$ cat config.mk
export PLATFORM = sky130hd
export DESIGN_NAME = button_gesture_led_sequencer_unit
export DESIGN_NICKNAME = d
export VERILOG_FILES = /design/src/bgls_pkg.sv /design/src/bgls_front.sv /design/src/bgls_evq.sv /design/src/bgls_back.sv /design/src/button_gesture_led_sequencer_unit.sv
export SDC_FILE = /design/constraint.sdc
export NUM_CORES = 1
export LEC_CHECK = 0
export ABC_CLOCK_PERIOD_IN_PS = 7100
export BUFFER_PORTS_ARGS = -buffer_cell sky130_fd_sc_hd__buf_2
export CORE_MARGIN = 2
export CORE_UTILIZATION = 60
export CTS_BUF_LIST = sky130_fd_sc_hd__clkbuf_4 sky130_fd_sc_hd__clkbuf_8 sky130_fd_sc_hd__clkbuf_16
export CTS_CLUSTER_SIZE = 16
export DETAILED_ROUTE_END_ITERATION = 7
export GPL_ROUTABILITY_DRIVEN = 0
export PLACE_DENSITY = 0.87
export SETUP_SLACK_MARGIN = 0.02
export SYNTH_ARGS = -nofsm -noshare
export SYNTH_HDL_FRONTEND = slang
export SYNTH_SLANG_ARGS = --single-unit
$ cat constraint.sdc
create_clock -name clk -period 7.1 [get_ports clk]
set_input_delay 1.775 -clock clk [delete_from_list [all_inputs] [get_ports clk]]
set_output_delay 1.775 -clock clk [all_outputs]
set_load 0.02 [all_outputs]
$ cat src/bgls_pkg.sv
// ----------------------------------------------------------------------------
// bgls_pkg: shared types and constants for the button gesture LED sequencer
// Payload structs, the configuration register set and its reset values.
// ----------------------------------------------------------------------------
package bgls_pkg;

  localparam int CFG_IDX_W  = 3;
  localparam int CFG_DATA_W = 16;

  // configuration register indexes
  typedef enum logic [CFG_IDX_W-1:0] {
    REG_DEBOUNCE     = 3'd0,
    REG_SHORT_MIN    = 3'd1,
    REG_PORTAL_MIN   = 3'd2,
    REG_FACTORY_HOLD = 3'd3,
    REG_MAX_ATTEMPTS = 3'd4,
    REG_RETRY_DELAY  = 3'd5,
    REG_FAIL_FLASH   = 3'd6,
    REG_POST_WAIT    = 3'd7
  } reg_idx_t;

  // reset values of the configuration registers
  localparam logic [7:0]  DEBOUNCE_RST     = 8'd20;
  localparam logic [15:0] SHORT_MIN_RST    = 16'd50;
  localparam logic [15:0] PORTAL_MIN_RST   = 16'd5000;
  localparam logic [15:0] FACTORY_HOLD_RST = 16'd12000;
  localparam logic [2:0]  MAX_ATTEMPTS_RST = 3'd2;
  localparam logic [9:0]  RETRY_DELAY_RST  = 10'd25;
  localparam logic [9:0]  FAIL_FLASH_RST   = 10'd50;
  localparam logic [9:0]  POST_WAIT_RST    = 10'd500;

  // timing limits
  localparam logic [9:0]  BLINK_MS   = 10'd100;
  localparam logic [9:0]  PHASE_MAX  = 10'd1023;
  localparam logic [7:0]  STABLE_MAX = 8'd255;
  localparam logic [15:0] HOLD_MAX   = 16'hFFFF;
  localparam logic [2:0]  FAIL_MAX   = 3'd7;

  typedef struct packed {
    logic [7:0]  debounce_ms;
    logic [15:0] short_min_ms;
    logic [15:0] portal_min_ms;
    logic [15:0] factory_hold_ms;
    logic [2:0]  max_attempts;
    logic [9:0]  retry_delay_ms;
    logic [9:0]  fail_flash_ms;
    logic [9:0]  post_wait_ms;
  } cfg_t;

  typedef struct packed {
    logic button_raw;
    logic publish_ok;
  } in_item_t;

  typedef struct packed {
    logic led_on;
    logic led_hold;
    logic publish_attempt;
    logic portal_request;
    logic factory_reset;
    logic sequence_active;
    logic button_level;
  } out_item_t;

  // classified tick passed from the button front end to the LED sequencer
  typedef struct packed {
    logic short_press;
    logic portal;
    logic factory;
    logic level;
    logic ok;
  } event_t;

endpackage

$ cat src/bgls_front.sv
// ----------------------------------------------------------------------------
// bgls_front: button debounce and press classification
// Debounces the raw level, times the hold and flags short, portal and
// factory-reset gestures for each accepted tick.
// ----------------------------------------------------------------------------
module bgls_front (
  input  logic             clk,
  input  logic             rst,
  input  bgls_pkg::cfg_t   cfg,
  input  logic             accept,
  input  bgls_pkg::in_item_t item,
  output bgls_pkg::event_t evt
);
  import bgls_pkg::*;

  logic        last_raw, last_raw_next;
  logic [7:0]  stable_ticks, stable_ticks_next;
  logic        debounced, debounced_next;
  logic        held_down, held_down_next;
  logic [15:0] hold_ticks, hold_ticks_next;
  logic        reset_fired, reset_fired_next;
  logic [15:0] hold_inc;
  logic        in_short, in_portal;

  // debounce and press timing for one tick
  always_comb begin
    last_raw_next     = last_raw;
    stable_ticks_next = stable_ticks;
    held_down_next    = held_down;
    reset_fired_next  = reset_fired;
    evt               = '0;

    if (item.button_raw != last_raw) begin
      last_raw_next     = item.button_raw;
      stable_ticks_next = '0;
    end else if (stable_ticks < STABLE_MAX) begin
      stable_ticks_next = stable_ticks + 8'd1;
    end
    debounced_next = (stable_ticks_next >= cfg.debounce_ms) ? last_raw_next : debounced;

    hold_inc = (held_down && hold_ticks < HOLD_MAX) ? hold_ticks + 16'd1 : hold_ticks;
    hold_ticks_next = hold_inc;

    in_short  = !reset_fired && hold_inc >= cfg.short_min_ms && hold_inc < cfg.portal_min_ms;
    in_portal = !reset_fired && hold_inc >= cfg.portal_min_ms &&
                hold_inc < cfg.factory_hold_ms;

    if (debounced_next) begin
      if (!held_down) begin
        held_down_next   = 1'b1;
        hold_ticks_next  = '0;
        reset_fired_next = 1'b0;
      end else if (!reset_fired && hold_inc >= cfg.factory_hold_ms) begin
        reset_fired_next = 1'b1;
        evt.factory      = 1'b1;
      end
    end else if (held_down) begin
      // release: short window wins over portal window
      evt.short_press  = in_short;
      evt.portal       = !in_short && in_portal;
      held_down_next   = 1'b0;
      reset_fired_next = 1'b0;
    end

    evt.level = debounced_next;
    evt.ok    = item.publish_ok;
  end

  always_ff @(posedge clk) begin
    if (rst) begin
      last_raw     <= 1'b0;
      stable_ticks <= '0;
      debounced    <= 1'b0;
      held_down    <= 1'b0;
      hold_ticks   <= '0;
      reset_fired  <= 1'b0;
    end else if (accept) begin
      last_raw     <= last_raw_next;
      stable_ticks <= stable_ticks_next;
      debounced    <= debounced_next;
      held_down    <= held_down_next;
      hold_ticks   <= hold_ticks_next;
      reset_fired  <= reset_fired_next;
    end
  end

  // a fired factory reset only exists within a press
  a_fired_in_press: assert property (@(posedge clk) disable iff (rst)
    reset_fired |-> held_down)
    else $error("factory reset flag set outside a press");

endmodule

$ cat src/bgls_evq.sv
// ----------------------------------------------------------------------------
// bgls_evq: two-entry event queue
// Decouples the button front end from the LED sequencer.
// ----------------------------------------------------------------------------
module bgls_evq (
  input  logic             clk,
  input  logic             rst,
  input  logic             push,
  input  bgls_pkg::event_t evt_in,
  output logic             full,
  input  logic             pop,
  output logic             empty,
  output bgls_pkg::event_t evt_out
);
  import bgls_pkg::*;

  event_t     q [2];
  logic       wr_ptr, rd_ptr;
  logic [1:0] count;
  logic       do_push, do_pop;

  assign full    = (count == 2'd2);
  assign empty   = (count == 2'd0);
  assign do_push = push && !full;
  assign do_pop  = pop && !empty;
  assign evt_out = q[rd_ptr];

  // storage
  always_ff @(posedge clk) begin
    if (do_push) begin
      q[wr_ptr] <= evt_in;
    end
  end

  // pointers and fill level
  always_ff @(posedge clk) begin
    if (rst) begin
      wr_ptr <= 1'b0;
      rd_ptr <= 1'b0;
      count  <= '0;
    end else begin
      if (do_push) wr_ptr <= ~wr_ptr;
      if (do_pop)  rd_ptr <= ~rd_ptr;
      case ({do_push, do_pop})
        2'b10:   count <= count + 2'd1;
        2'b01:   count <= count - 2'd1;
        default: count <= count;
      endcase
    end
  end

  a_count_range: assert property (@(posedge clk) disable iff (rst)
    count != 2'd3)
    else $error("event queue overfilled");

endmodule

$ cat src/bgls_back.sv
// ----------------------------------------------------------------------------
// bgls_back: LED send sequencer with result queue
// Runs the blink, publish, retry and fail-flash phases on each classified
// tick and queues one result per tick.
// ----------------------------------------------------------------------------
module bgls_back (
  input  logic                clk,
  input  logic                rst,
  input  bgls_pkg::cfg_t      cfg,
  input  logic                evt_valid,
  input  bgls_pkg::event_t    evt,
  output logic                evt_take,
  input  logic                pop,
  output logic                empty,
  output bgls_pkg::out_item_t out_item
);
  import bgls_pkg::*;

  typedef enum logic [4:0] {
    PH_IDLE      = 5'd0,
    PH_PRE_ON1   = 5'd1,
    PH_PRE_OFF1  = 5'd2,
    PH_PRE_ON2   = 5'd3,
    PH_PRE_OFF2  = 5'd4,
    PH_TRY       = 5'd5,
    PH_RETRY     = 5'd6,
    PH_POST_WAIT = 5'd7,
    PH_POST_ON1  = 5'd8,
    PH_POST_OFF1 = 5'd9,
    PH_POST_ON2  = 5'd10,
    PH_POST_OFF2 = 5'd11,
    PH_FAIL_ON1  = 5'd12,
    PH_FAIL_OFF1 = 5'd13,
    PH_FAIL_ON2  = 5'd14,
    PH_FAIL_OFF2 = 5'd15,
    PH_FAIL_ON3  = 5'd16,
    PH_FAIL_OFF3 = 5'd17
  } phase_t;

  phase_t     phase, phase_next;
  logic [9:0] elapsed, elapsed_next, elapsed_inc;
  logic [9:0] length, length_next;
  logic [2:0] fail_count, fail_next, fail_inc;
  logic       led_level, led_next;
  logic       attempt, seq_done;
  out_item_t  res;

  out_item_t  oq [2];
  logic       wr_ptr, rd_ptr;
  logic [1:0] out_count;
  logic       do_pop;

  assign evt_take = evt_valid && (out_count != 2'd2);
  assign empty    = (out_count == 2'd0);
  assign do_pop   = pop && !empty;
  assign out_item = oq[rd_ptr];

  // phase advance for one tick
  always_comb begin
    phase_next  = phase;
    elapsed_next = elapsed;
    length_next = length;
    fail_next   = fail_count;
    led_next    = led_level;
    attempt     = 1'b0;
    seq_done    = 1'b0;
    elapsed_inc = (elapsed < PHASE_MAX) ? elapsed + 10'd1 : elapsed;
    fail_inc    = (fail_count < FAIL_MAX) ? fail_count + 3'd1 : fail_count;

    if (evt.short_press && phase == PH_IDLE) begin
      // start tick: armed, no advance
      led_next     = 1'b1;
      phase_next   = PH_PRE_ON1;
      elapsed_next = '0;
      length_next  = BLINK_MS;
    end else if (phase != PH_IDLE) begin
      elapsed_next = elapsed_inc;
      if (elapsed_inc >= length) begin
        elapsed_next = '0;
        length_next  = '0;
        unique case (phase) inside
          PH_PRE_ON1: begin
            led_next = 1'b0; phase_next = PH_PRE_OFF1; length_next = BLINK_MS;
          end
          PH_PRE_OFF1: begin
            led_next = 1'b1; phase_next = PH_PRE_ON2; length_next = BLINK_MS;
          end
          PH_PRE_ON2: begin
            led_next = 1'b0; phase_next = PH_PRE_OFF2; length_next = BLINK_MS;
          end
          PH_PRE_OFF2: begin
            fail_next = '0; phase_next = PH_TRY;
          end
          PH_TRY: begin
            attempt = 1'b1;
            if (evt.ok) begin
              phase_next  = PH_POST_WAIT;
              length_next = cfg.post_wait_ms;
            end else begin
              fail_next = fail_inc;
              if (fail_inc >= cfg.max_attempts) begin
                led_next    = 1'b1;
                phase_next  = PH_FAIL_ON1;
                length_next = cfg.fail_flash_ms;
              end else begin
                phase_next  = PH_RETRY;
                length_next = cfg.retry_delay_ms;
              end
            end
          end
          PH_RETRY: begin
            phase_next = PH_TRY;
          end
          PH_POST_WAIT: begin
            led_next = 1'b1; phase_next = PH_POST_ON1; length_next = BLINK_MS;
          end
          PH_POST_ON1: begin
            led_next = 1'b0; phase_next = PH_POST_OFF1; length_next = BLINK_MS;
          end
          PH_POST_OFF1: begin
            led_next = 1'b1; phase_next = PH_POST_ON2; length_next = BLINK_MS;
          end
          PH_POST_ON2: begin
            led_next = 1'b0; phase_next = PH_POST_OFF2; length_next = BLINK_MS;
          end
          PH_FAIL_ON1: begin
            led_next = 1'b0; phase_next = PH_FAIL_OFF1; length_next = cfg.fail_flash_ms;
          end
          PH_FAIL_OFF1: begin
            led_next = 1'b1; phase_next = PH_FAIL_ON2; length_next = cfg.fail_flash_ms;
          end
          PH_FAIL_ON2: begin
            led_next = 1'b0; phase_next = PH_FAIL_OFF2; length_next = cfg.fail_flash_ms;
          end
          PH_FAIL_OFF2: begin
            led_next = 1'b1; phase_next = PH_FAIL_ON3; length_next = cfg.fail_flash_ms;
          end
          PH_FAIL_ON3: begin
            led_next = 1'b0; phase_next = PH_FAIL_OFF3; length_next = cfg.fail_flash_ms;
          end
          PH_POST_OFF2, PH_FAIL_OFF3: begin
            phase_next = PH_IDLE;
            seq_done   = 1'b1;
          end
          default: begin
            phase_next = PH_IDLE;
          end
        endcase
      end
    end

    res.led_on          = led_next;
    res.led_hold        = seq_done;
    res.publish_attempt = attempt;
    res.portal_request  = evt.portal;
    res.factory_reset   = evt.factory;
    res.sequence_active = (phase_next != PH_IDLE);
    res.button_level    = evt.level;
  end

  // sequencer state
  always_ff @(posedge clk) begin
    if (rst) begin
      phase      <= PH_IDLE;
      elapsed    <= '0;
      length     <= '0;
      fail_count <= '0;
      led_level  <= 1'b0;
    end else if (evt_take) begin
      phase      <= phase_next;
      elapsed    <= elapsed_next;
      length     <= length_next;
      fail_count <= fail_next;
      led_level  <= led_next;
    end
  end

  // result queue storage
  always_ff @(posedge clk) begin
    if (evt_take) begin
      oq[wr_ptr] <= res;
    end
  end

  // result queue pointers and fill level
  always_ff @(posedge clk) begin
    if (rst) begin
      wr_ptr    <= 1'b0;
      rd_ptr    <= 1'b0;
      out_count <= '0;
    end else begin
      if (evt_take) wr_ptr <= ~wr_ptr;
      if (do_pop)   rd_ptr <= ~rd_ptr;
      case ({evt_take, do_pop})
        2'b10:   out_count <= out_count + 2'd1;
        2'b01:   out_count <= out_count - 2'd1;
        default: out_count <= out_count;
      endcase
    end
  end

  a_hold_idle: assert property (@(posedge clk) disable iff (rst)
    (evt_take && res.led_hold) |-> !res.sequence_active)
    else $error("hold pulse while sequence still active");

  a_attempt_in_try: assert property (@(posedge clk) disable iff (rst)
    (evt_take && res.publish_attempt) |-> (phase == PH_TRY))
    else $error("publish attempt outside try phase");

  a_out_count: assert property (@(posedge clk) disable iff (rst)
    out_count != 2'd3)
    else $error("result queue overfilled");

endmodule

$ cat src/button_gesture_led_sequencer_unit.sv
// ----------------------------------------------------------------------------
// button_gesture_led_sequencer_unit: debounced button gestures and LED sequence
// One item per millisecond tick; debounce and press timing in the front end,
// LED send sequencer in the back end, an event queue between them.
//
//   channel   handshake            payload
//   --------  -------------------  ------------------------------------------
//   input     push / full          in_data  (button_raw, publish_ok)
//   result    empty / pop          out_data (led_on .. button_level)
//   config    cfg_valid/cfg_ready  cfg_index, cfg_data (low bits used)
//
// One item per cycle sustained while results are popped; each item yields one result.
// A pushed item is registered in the event queue; the sequencer then takes it and
// writes its result into the result queue, unless the result queue is full.
// Sync reset restores register defaults and clears all state but queue storage.
// full rises when the event queue holds two items; a stalled pop backs up
// through the result queue into the event queue.
// cfg_ready is always high.
// ----------------------------------------------------------------------------
module button_gesture_led_sequencer_unit (
  input  logic                             clk,
  input  logic                             rst,
  input  logic                             push,
  output logic                             full,
  input  bgls_pkg::in_item_t               in_data,
  output logic                             empty,
  input  logic                             pop,
  output bgls_pkg::out_item_t              out_data,
  input  logic                             cfg_valid,
  output logic                             cfg_ready,
  input  logic [bgls_pkg::CFG_IDX_W-1:0]   cfg_index,
  input  logic [bgls_pkg::CFG_DATA_W-1:0]  cfg_data
);
  import bgls_pkg::*;

  cfg_t   cfg;
  event_t front_evt, back_evt;
  logic   accept, evq_empty, evt_take;

  assign cfg_ready = 1'b1;
  assign accept    = push && !full;

  // configuration registers
  always_ff @(posedge clk) begin
    if (rst) begin
      cfg.debounce_ms     <= DEBOUNCE_RST;
      cfg.short_min_ms    <= SHORT_MIN_RST;
      cfg.portal_min_ms   <= PORTAL_MIN_RST;
      cfg.factory_hold_ms <= FACTORY_HOLD_RST;
      cfg.max_attempts    <= MAX_ATTEMPTS_RST;
      cfg.retry_delay_ms  <= RETRY_DELAY_RST;
      cfg.fail_flash_ms   <= FAIL_FLASH_RST;
      cfg.post_wait_ms    <= POST_WAIT_RST;
    end else if (cfg_valid && cfg_ready) begin
      unique case (reg_idx_t'(cfg_index))
        REG_DEBOUNCE:     cfg.debounce_ms     <= cfg_data[7:0];
        REG_SHORT_MIN:    cfg.short_min_ms    <= cfg_data;
        REG_PORTAL_MIN:   cfg.portal_min_ms   <= cfg_data;
        REG_FACTORY_HOLD: cfg.factory_hold_ms <= cfg_data;
        REG_MAX_ATTEMPTS: cfg.max_attempts    <= cfg_data[2:0];
        REG_RETRY_DELAY:  cfg.retry_delay_ms  <= cfg_data[9:0];
        REG_FAIL_FLASH:   cfg.fail_flash_ms   <= cfg_data[9:0];
        REG_POST_WAIT:    cfg.post_wait_ms    <= cfg_data[9:0];
        default: ;
      endcase
    end
  end

  bgls_front u_front (
    .clk    (clk),
    .rst    (rst),
    .cfg    (cfg),
    .accept (accept),
    .item   (in_data),
    .evt    (front_evt)
  );

  bgls_evq u_evq (
    .clk     (clk),
    .rst     (rst),
    .push    (accept),
    .evt_in  (front_evt),
    .full    (full),
    .pop     (evt_take),
    .empty   (evq_empty),
    .evt_out (back_evt)
  );

  bgls_back u_back (
    .clk       (clk),
    .rst       (rst),
    .cfg       (cfg),
    .evt_valid (!evq_empty),
    .evt       (back_evt),
    .evt_take  (evt_take),
    .pop       (pop),
    .empty     (empty),
    .out_item  (out_data)
  );

endmodule

==> results.json, run 1 <==
{
  "outcome": "finished clean",
  "numCtsBuffers": 17,
  "io_pins": 36,
  "synth_area_leaders": "dfxtp_1 (32%), ha_1 (9.5%), nand2_1 (8.1%)",
  "rsz0062_at_grt": "false",
  "hp-class": "flip-flop to flip-flop",
  "finalCriticalPeriod_ps": 4250,
  "setup_viol": 0,
  "syn_inst": 1191,
  "fin_crit_sh_pct": 59.9,
  "peakVddDrop_mv": 0.201,
  "start_util_pct": 61.2,
  "drive_above_1_share_pct": 8.40,
  "portBuffers": 34,
  "area_growth_pct": 8.64,
  "ys_types": 70,
  "clk_pin_slew_ps": 60,
  "synth_area_mm2": 0.00973,
  "syn_avg_cell_area_um2": 8.17,
  "cp_max_fo": 9,
  "layout.cells.most_common": "nand2_1",
  "grt_util_all_layers_pct": 27.3,
  "ys_seq_area_share_pct": 39.3,
  "crit_arrival_ps": 4560,
  "whs_ps": 453,
  "yosysTopAreaCellShare_pct": 31.9,
  "grt_overflow": 0,
  "nNetsFinal": 1290,
  "yosys_warnings": 0,
  "grt_pass1_wl_mm": 38.8,
  "ant_nets": 0,
  "synth_edf_count": 24,
  "power_density_mw_per_mm2": 271,
  "cp-end-kind": "flip-flop",
  "fin_util_pct": 66.5,
  "synth_ff_type": "dfxtp_1",
  "crit_type": "input port to flip-flop",
  "htreeDepth": 4,
  "relSlewSlack_pct": 33.7,
  "dieArea_mm2": 0.0172,
  "vias_per_cell": 6.06,
  "yosysTopAreaCell": "dfxtp_1",
  "post-dp-hpwl_mm": 16.3,
  "clockRootBuffer": "clkbuf_16",
  "clk_path_buf_depth": 2,
  "slew_viol_final": 0,
  "cts_setup_buffers": 0,
  "maxCapViolations": 0,
  "dr_total_vias": 8601,
  "cellLeakagePower_nw": 4.20,
  "insertion_delay_ps": 430,
  "tritoncts": "yes",
  "clock_skew_ps": 10.9,
  "fp.dieH_um": 131,
  "grt_max_degree": 83,
  "clock_sinks": 179,
  "grt_pass1_vias": 8114,
  "async_flop_share_pct": 0,
  "drc": 0,
  "critPathRequiredTime_ps": 7410,
  "final-hold-violation-count": 0,
  "fin_setup_tns_ps": 0,
  "die_w_um": 131,
  "n_fill_cell": 1327,
  "firstDrtPassIters": 6,
  "critPathLaunchType": "input port",
  "dp.cells": 1387,
  "row_count": 46,
  "drt-wirelength-per-cell_um": 16.4,
  "coreArea_mm2": 0.0159,
  "ys_ff_latch": 179,
  "syn-num-nets": 1291,
  "totalWireLength_mm": 23.3,
  "max_clock_freq_ghz": 0.235,
  "grt_antenna_before_repair": 1,
  "hold_buffers": 0,
  "most-common-layout-cells": "nand2_1 (211), dfxtp_1 (155), a21oi_1 (123)",
  "worst_pin_slew_ps": 988,
  "dr.first_iter.drc_count": 779,
  "instances_no_fill": 1420,
  "cts_resized": 0
}
## final timing paths
kind	startpoint	to	slack (ps)	cells after the start
worst max-delay path	in_data[1]	u_front.hold_ticks[5]	2850	10
worst max register to register	u_front.held_down	u_evq.q[0][2]	3000	11
worst min-delay path	cfg[12]	cfg[12]	450	2
worst min register to register	cfg[12]	cfg[12]	450	2
## through the flow
stage               setup slack (ps)  area [um^2]  total power [mW]
global route                    2720        10600              3.00
detailed placement              2630         9970              1.93
floorplan                       3020         9730              1.76
global placement                2720         9970              1.91
CTS                             2950        10600              2.87
finish                          2850        10600              2.86
## registers in the layout, summed over array words and instances (netlist names), 3 cells and up, named ones only
register / count
cfg: 89
u_back.elapsed: 10
u_back.fail_count: 3
u_back.length: 10
u_back.oq: 14
u_back.phase: 5
u_evq.q: 10
u_front.hold_ticks: 16
u_front.stable_ticks: 8
## where the power goes
part	switching, mW	internal, mW	total [mW]
Clock	0.385	0.556	0.942
Sequential	0.0703	1.15	1.22
Combinational	0.453	0.244	0.697
## cells by family after synthesis
| kind of cell | synth area share (%) |
|---|---|
| adders and majority gates | 9.52 |
| muxes | 2.95 |
| and+or+nand+nor | 21.9 |
| DFF | 39.3 |
| AOI/OAI and AO/OA | 17.6 |
| buffers and inverters | 5.66 |
| xor gates and xnor gates | 3.06 |
| other | 0.0385 |
## synthesized netlist by cell type (7+ instances only)
library cell  instances
buf_1                 8
edfxtp_1             24
nor3_1               20
xor2_1               13
xnor2_1              21
nand2_1             211
dfxtp_1             155
or3_1                11
a222oi_1              7
a31oi_1              15
a21o_1                9
nor2b_1               9
nor2_1               79
and3_1               12
nand2b_1              9
a32oi_1              10
a211oi_1             16
mux2i_1              14
nand3_1              48
o211ai_1             24
mux2_2               13
o21ai_0              42
nand4_1              21
a21oi_1             123
clkbuf_1             46
ha_1                 74
inv_1                76
## cell type report
| class | count | area (um^2) | area share (%) |
|---|---|---|---|
| multi-input cells | 872 | 5350 | 50.7 |
| diodes | 1 | 2.50 | 0.0237 |
| repair buffers | 42 | 233 | 2.20 |
| clock inverters | 8 | 103 | 0.971 |
| inverters | 78 | 293 | 2.77 |
| clock buffers | 24 | 490 | 4.64 |
| well taps | 216 | 270 | 2.56 |
| flip-flops and latches | 179 | 3820 | 36.2 |
## worst max-delay path, stage by stage
cell     delay (ps)
buf_2           110
ha_1            420
o21ai_0         150
a21oi_1         220
ha_1            210
o21ai_0          80
o21ai_0         540
nand3_1         390
and4_2          360
a311o_1         320
## metal layers
layer | vias up | global-route usage (%) | routed length [um]
met5 | - | 0 | 0
met4 | 0 | 11.8 | 724
met3 | 58 | 4.98 | 1330
li1 | 4207 | - | -
met2 | 295 | 46.8 | 11500
met1 | 4041 | 33.8 | 9720
Note: power is estimated with default switching activity, not from simulation.
==> run 2, diff against run 1 <==
- ABC_CLOCK_PERIOD_IN_PS: 7100 -> 3400
- CORE_UTILIZATION: 60 -> 56
- PLACE_DENSITY: 0.87 -> 0.85
- clock period: 7.1 -> 3.4 ns (I/O delays scaled with it)
==> results.json, run 2 (synthesis gave the netlist of run 1 again) <==
{
  "finalCriticalPeriod_ps": 3370,
  "fin_crit_sh_pct": 99.2,
  "clock_sinks": 179,
  "insertion_delay_ps": 440,
  "crit_arrival_ps": 3560,
  "numCtsBuffers": 17,
  "reg.largest.list": "cfg: 89 flops, u_front.hold_ticks: 16 flops, u_back.oq: 14 flops",
  "clk_path_buf_depth": 2,
  "io_pins": 36,
  "grt_pass1_wl_mm": 40.5,
  "regMostFlops": "cfg",
  "slew_viol_final": 0,
  "setup_viol": 0,
  "post-dp-hpwl_mm": 17.0,
  "max_clock_freq_ghz": 0.296,
  "most-common-layout-cells": "nand2_1 (211), dfxtp_1 (153), a21oi_1 (119)",
  "slowest_delay_ps": 630,
  "dr_total_vias": 8963,
  "instances_no_fill": 1479,
  "drive_above_1_share_pct": 14.6,
  "start_util_pct": 56.8,
  "drt-wirelength-per-cell_um": 17.0,
  "grt_pass1_vias": 8582,
  "grt_util_all_layers_pct": 27.6,
  "cp_max_fo": 9,
  "die_w_um": 136,
  "htreeDepth": 4,
  "critPathRequiredTime_ps": 3590,
  "clock_skew_ps": 4.77,
  "vias_per_cell": 6.06,
  "worstPathCellList": "nand2_1, nor4_2, buf_4, nor3_1, xor2_1, buf_4, ha_1, a21oi_1, o21ai_0, a21o_1, a211oi_1, nor2_1, o311a_1",
  "grt_max_degree": 71,
  "dieArea_mm2": 0.0184,
  "clockRootBuffer": "clkbuf_16",
  "relSlewSlack_pct": 37.2,
  "dr.first_iter.drc_count": 872,
  "portBuffers": 34,
  "area_growth_pct": 14.7,
  "critPathTopFamily": "compound AO/OA/AOI/OAI gates",
  "worst_pin_slew_ps": 942,
  "crit_type": "flip-flop to flip-flop",
  "cellLeakagePower_nw": 4.51,
  "tritoncts": "yes",
  "drc": 0,
  "grt_antenna_before_repair": 0,
  "fp.dieH_um": 136,
  "cp-end-kind": "flip-flop",
  "final-hold-violation-count": 0,
  "grt_overflow": 0,
  "row_count": 48,
  "layout.cells.most_common": "nand2_1",
  "largest_register_ffs": 89,
  "worst_path_most_repeated_cell": "buf_4",
  "crit_path_top_delay_cell": "dfxtp_1",
  "totalWireLength_mm": 25.2,
  "nNetsFinal": 1340,
  "firstDrtPassIters": 6,
  "ant_nets": 0,
  "peakVddDrop_mv": 0.451,
  "maxCapViolations": 0,
  "dp.cells": 1441,
  "outcome": "finished clean",
  "hp-class": "flip-flop to flip-flop",
  "power_density_mw_per_mm2": 545,
  "coreArea_mm2": 0.0171,
  "clk_pin_slew_ps": 70,
  "fin_util_pct": 65.2,
  "critPathBufInv": 2,
  "critPathLaunchType": "flip-flop"
}
run 2: worst paths after layout:
kind                                        startpoint            end  slack [ps]  depth (start not counted)
worst max-delay path            u_front.hold_ticks[15]  u_evq.q[1][4]          30                         13
worst min-delay path                           cfg[73]        cfg[73]         450                          2
worst max register to register  u_front.hold_ticks[15]  u_evq.q[1][4]          30                         13
worst min register to register                 cfg[73]        cfg[73]         450                          2
run 2: area by class of cell:
type / count / area [um^2]
Fill cell: 1350 / 5960
Multi-Input combinational cell: 872 / 5560
Sequential cell: 179 / 3830
Timing Repair Buffer: 92 / 608
Clock buffer: 17 / 425
Inverter: 78 / 293
Tap cell: 225 / 282
Clock inverter: 15 / 156
Antenna cell: 1 / 2.50
run 2: metrics by stage:
stage | cell area, um^2 | worst slack, ps | power (mW) | TNS [ps] | hold slack [ps]
global placement | 10300 | 72.1 | 4.06 | 0 | 441
global route | 11200 | -162 | 6.37 | -347 | 481
floorplan | 9730 | 152 | 3.68 | 0 | 436
detailed placement | 10300 | -50.5 | 4.11 | -140 | 447
finish | 11200 | 26.8 | 6.08 | 0 | 454
CTS | 10900 | 28.3 | 6.05 | 0 | 456
run 2: routing by layer:
layer	wire length, um	part of all wire (%)	GRT usage (%)	vias to the layer above
li1	-	-	-	4315
met1	10100	40	32.8	4176
met2	12500	50	47.6	385
met3	1610	6.4	5.50	87
met4	987	3.9	13.5	0
met5	0	0	0	-
run 2: worst reg2reg max path, delay by kind of cell, from the launching register on:
kind                     cells  cell delay [ps]
AO/OA/AOI/OAI                5             1100
adder cells (fa/ha/maj)      1              290
flip-flops                   1              630
XOR/XNOR                     1              160
AND/OR/NAND/NOR              4              600
buffers and inverters        2              350
run 2: report_power, final:
part / switching (mW) / internal (mW) / total (mW)
logic: 0.978 / 0.590 / 1.57
registers: 0.145 / 2.41 / 2.55
clock network: 0.874 / 1.09 / 1.96
total: 2.00 / 4.08 / 6.08
run 2: repair_timing:
action / in CTS / in global routing
buffers inserted: 0 / 5
resized for setup: 5 / 34
hold buffers: 0 / 0
endpoints found under the setup margin: 7 / 34
pin swaps: 1 / 13
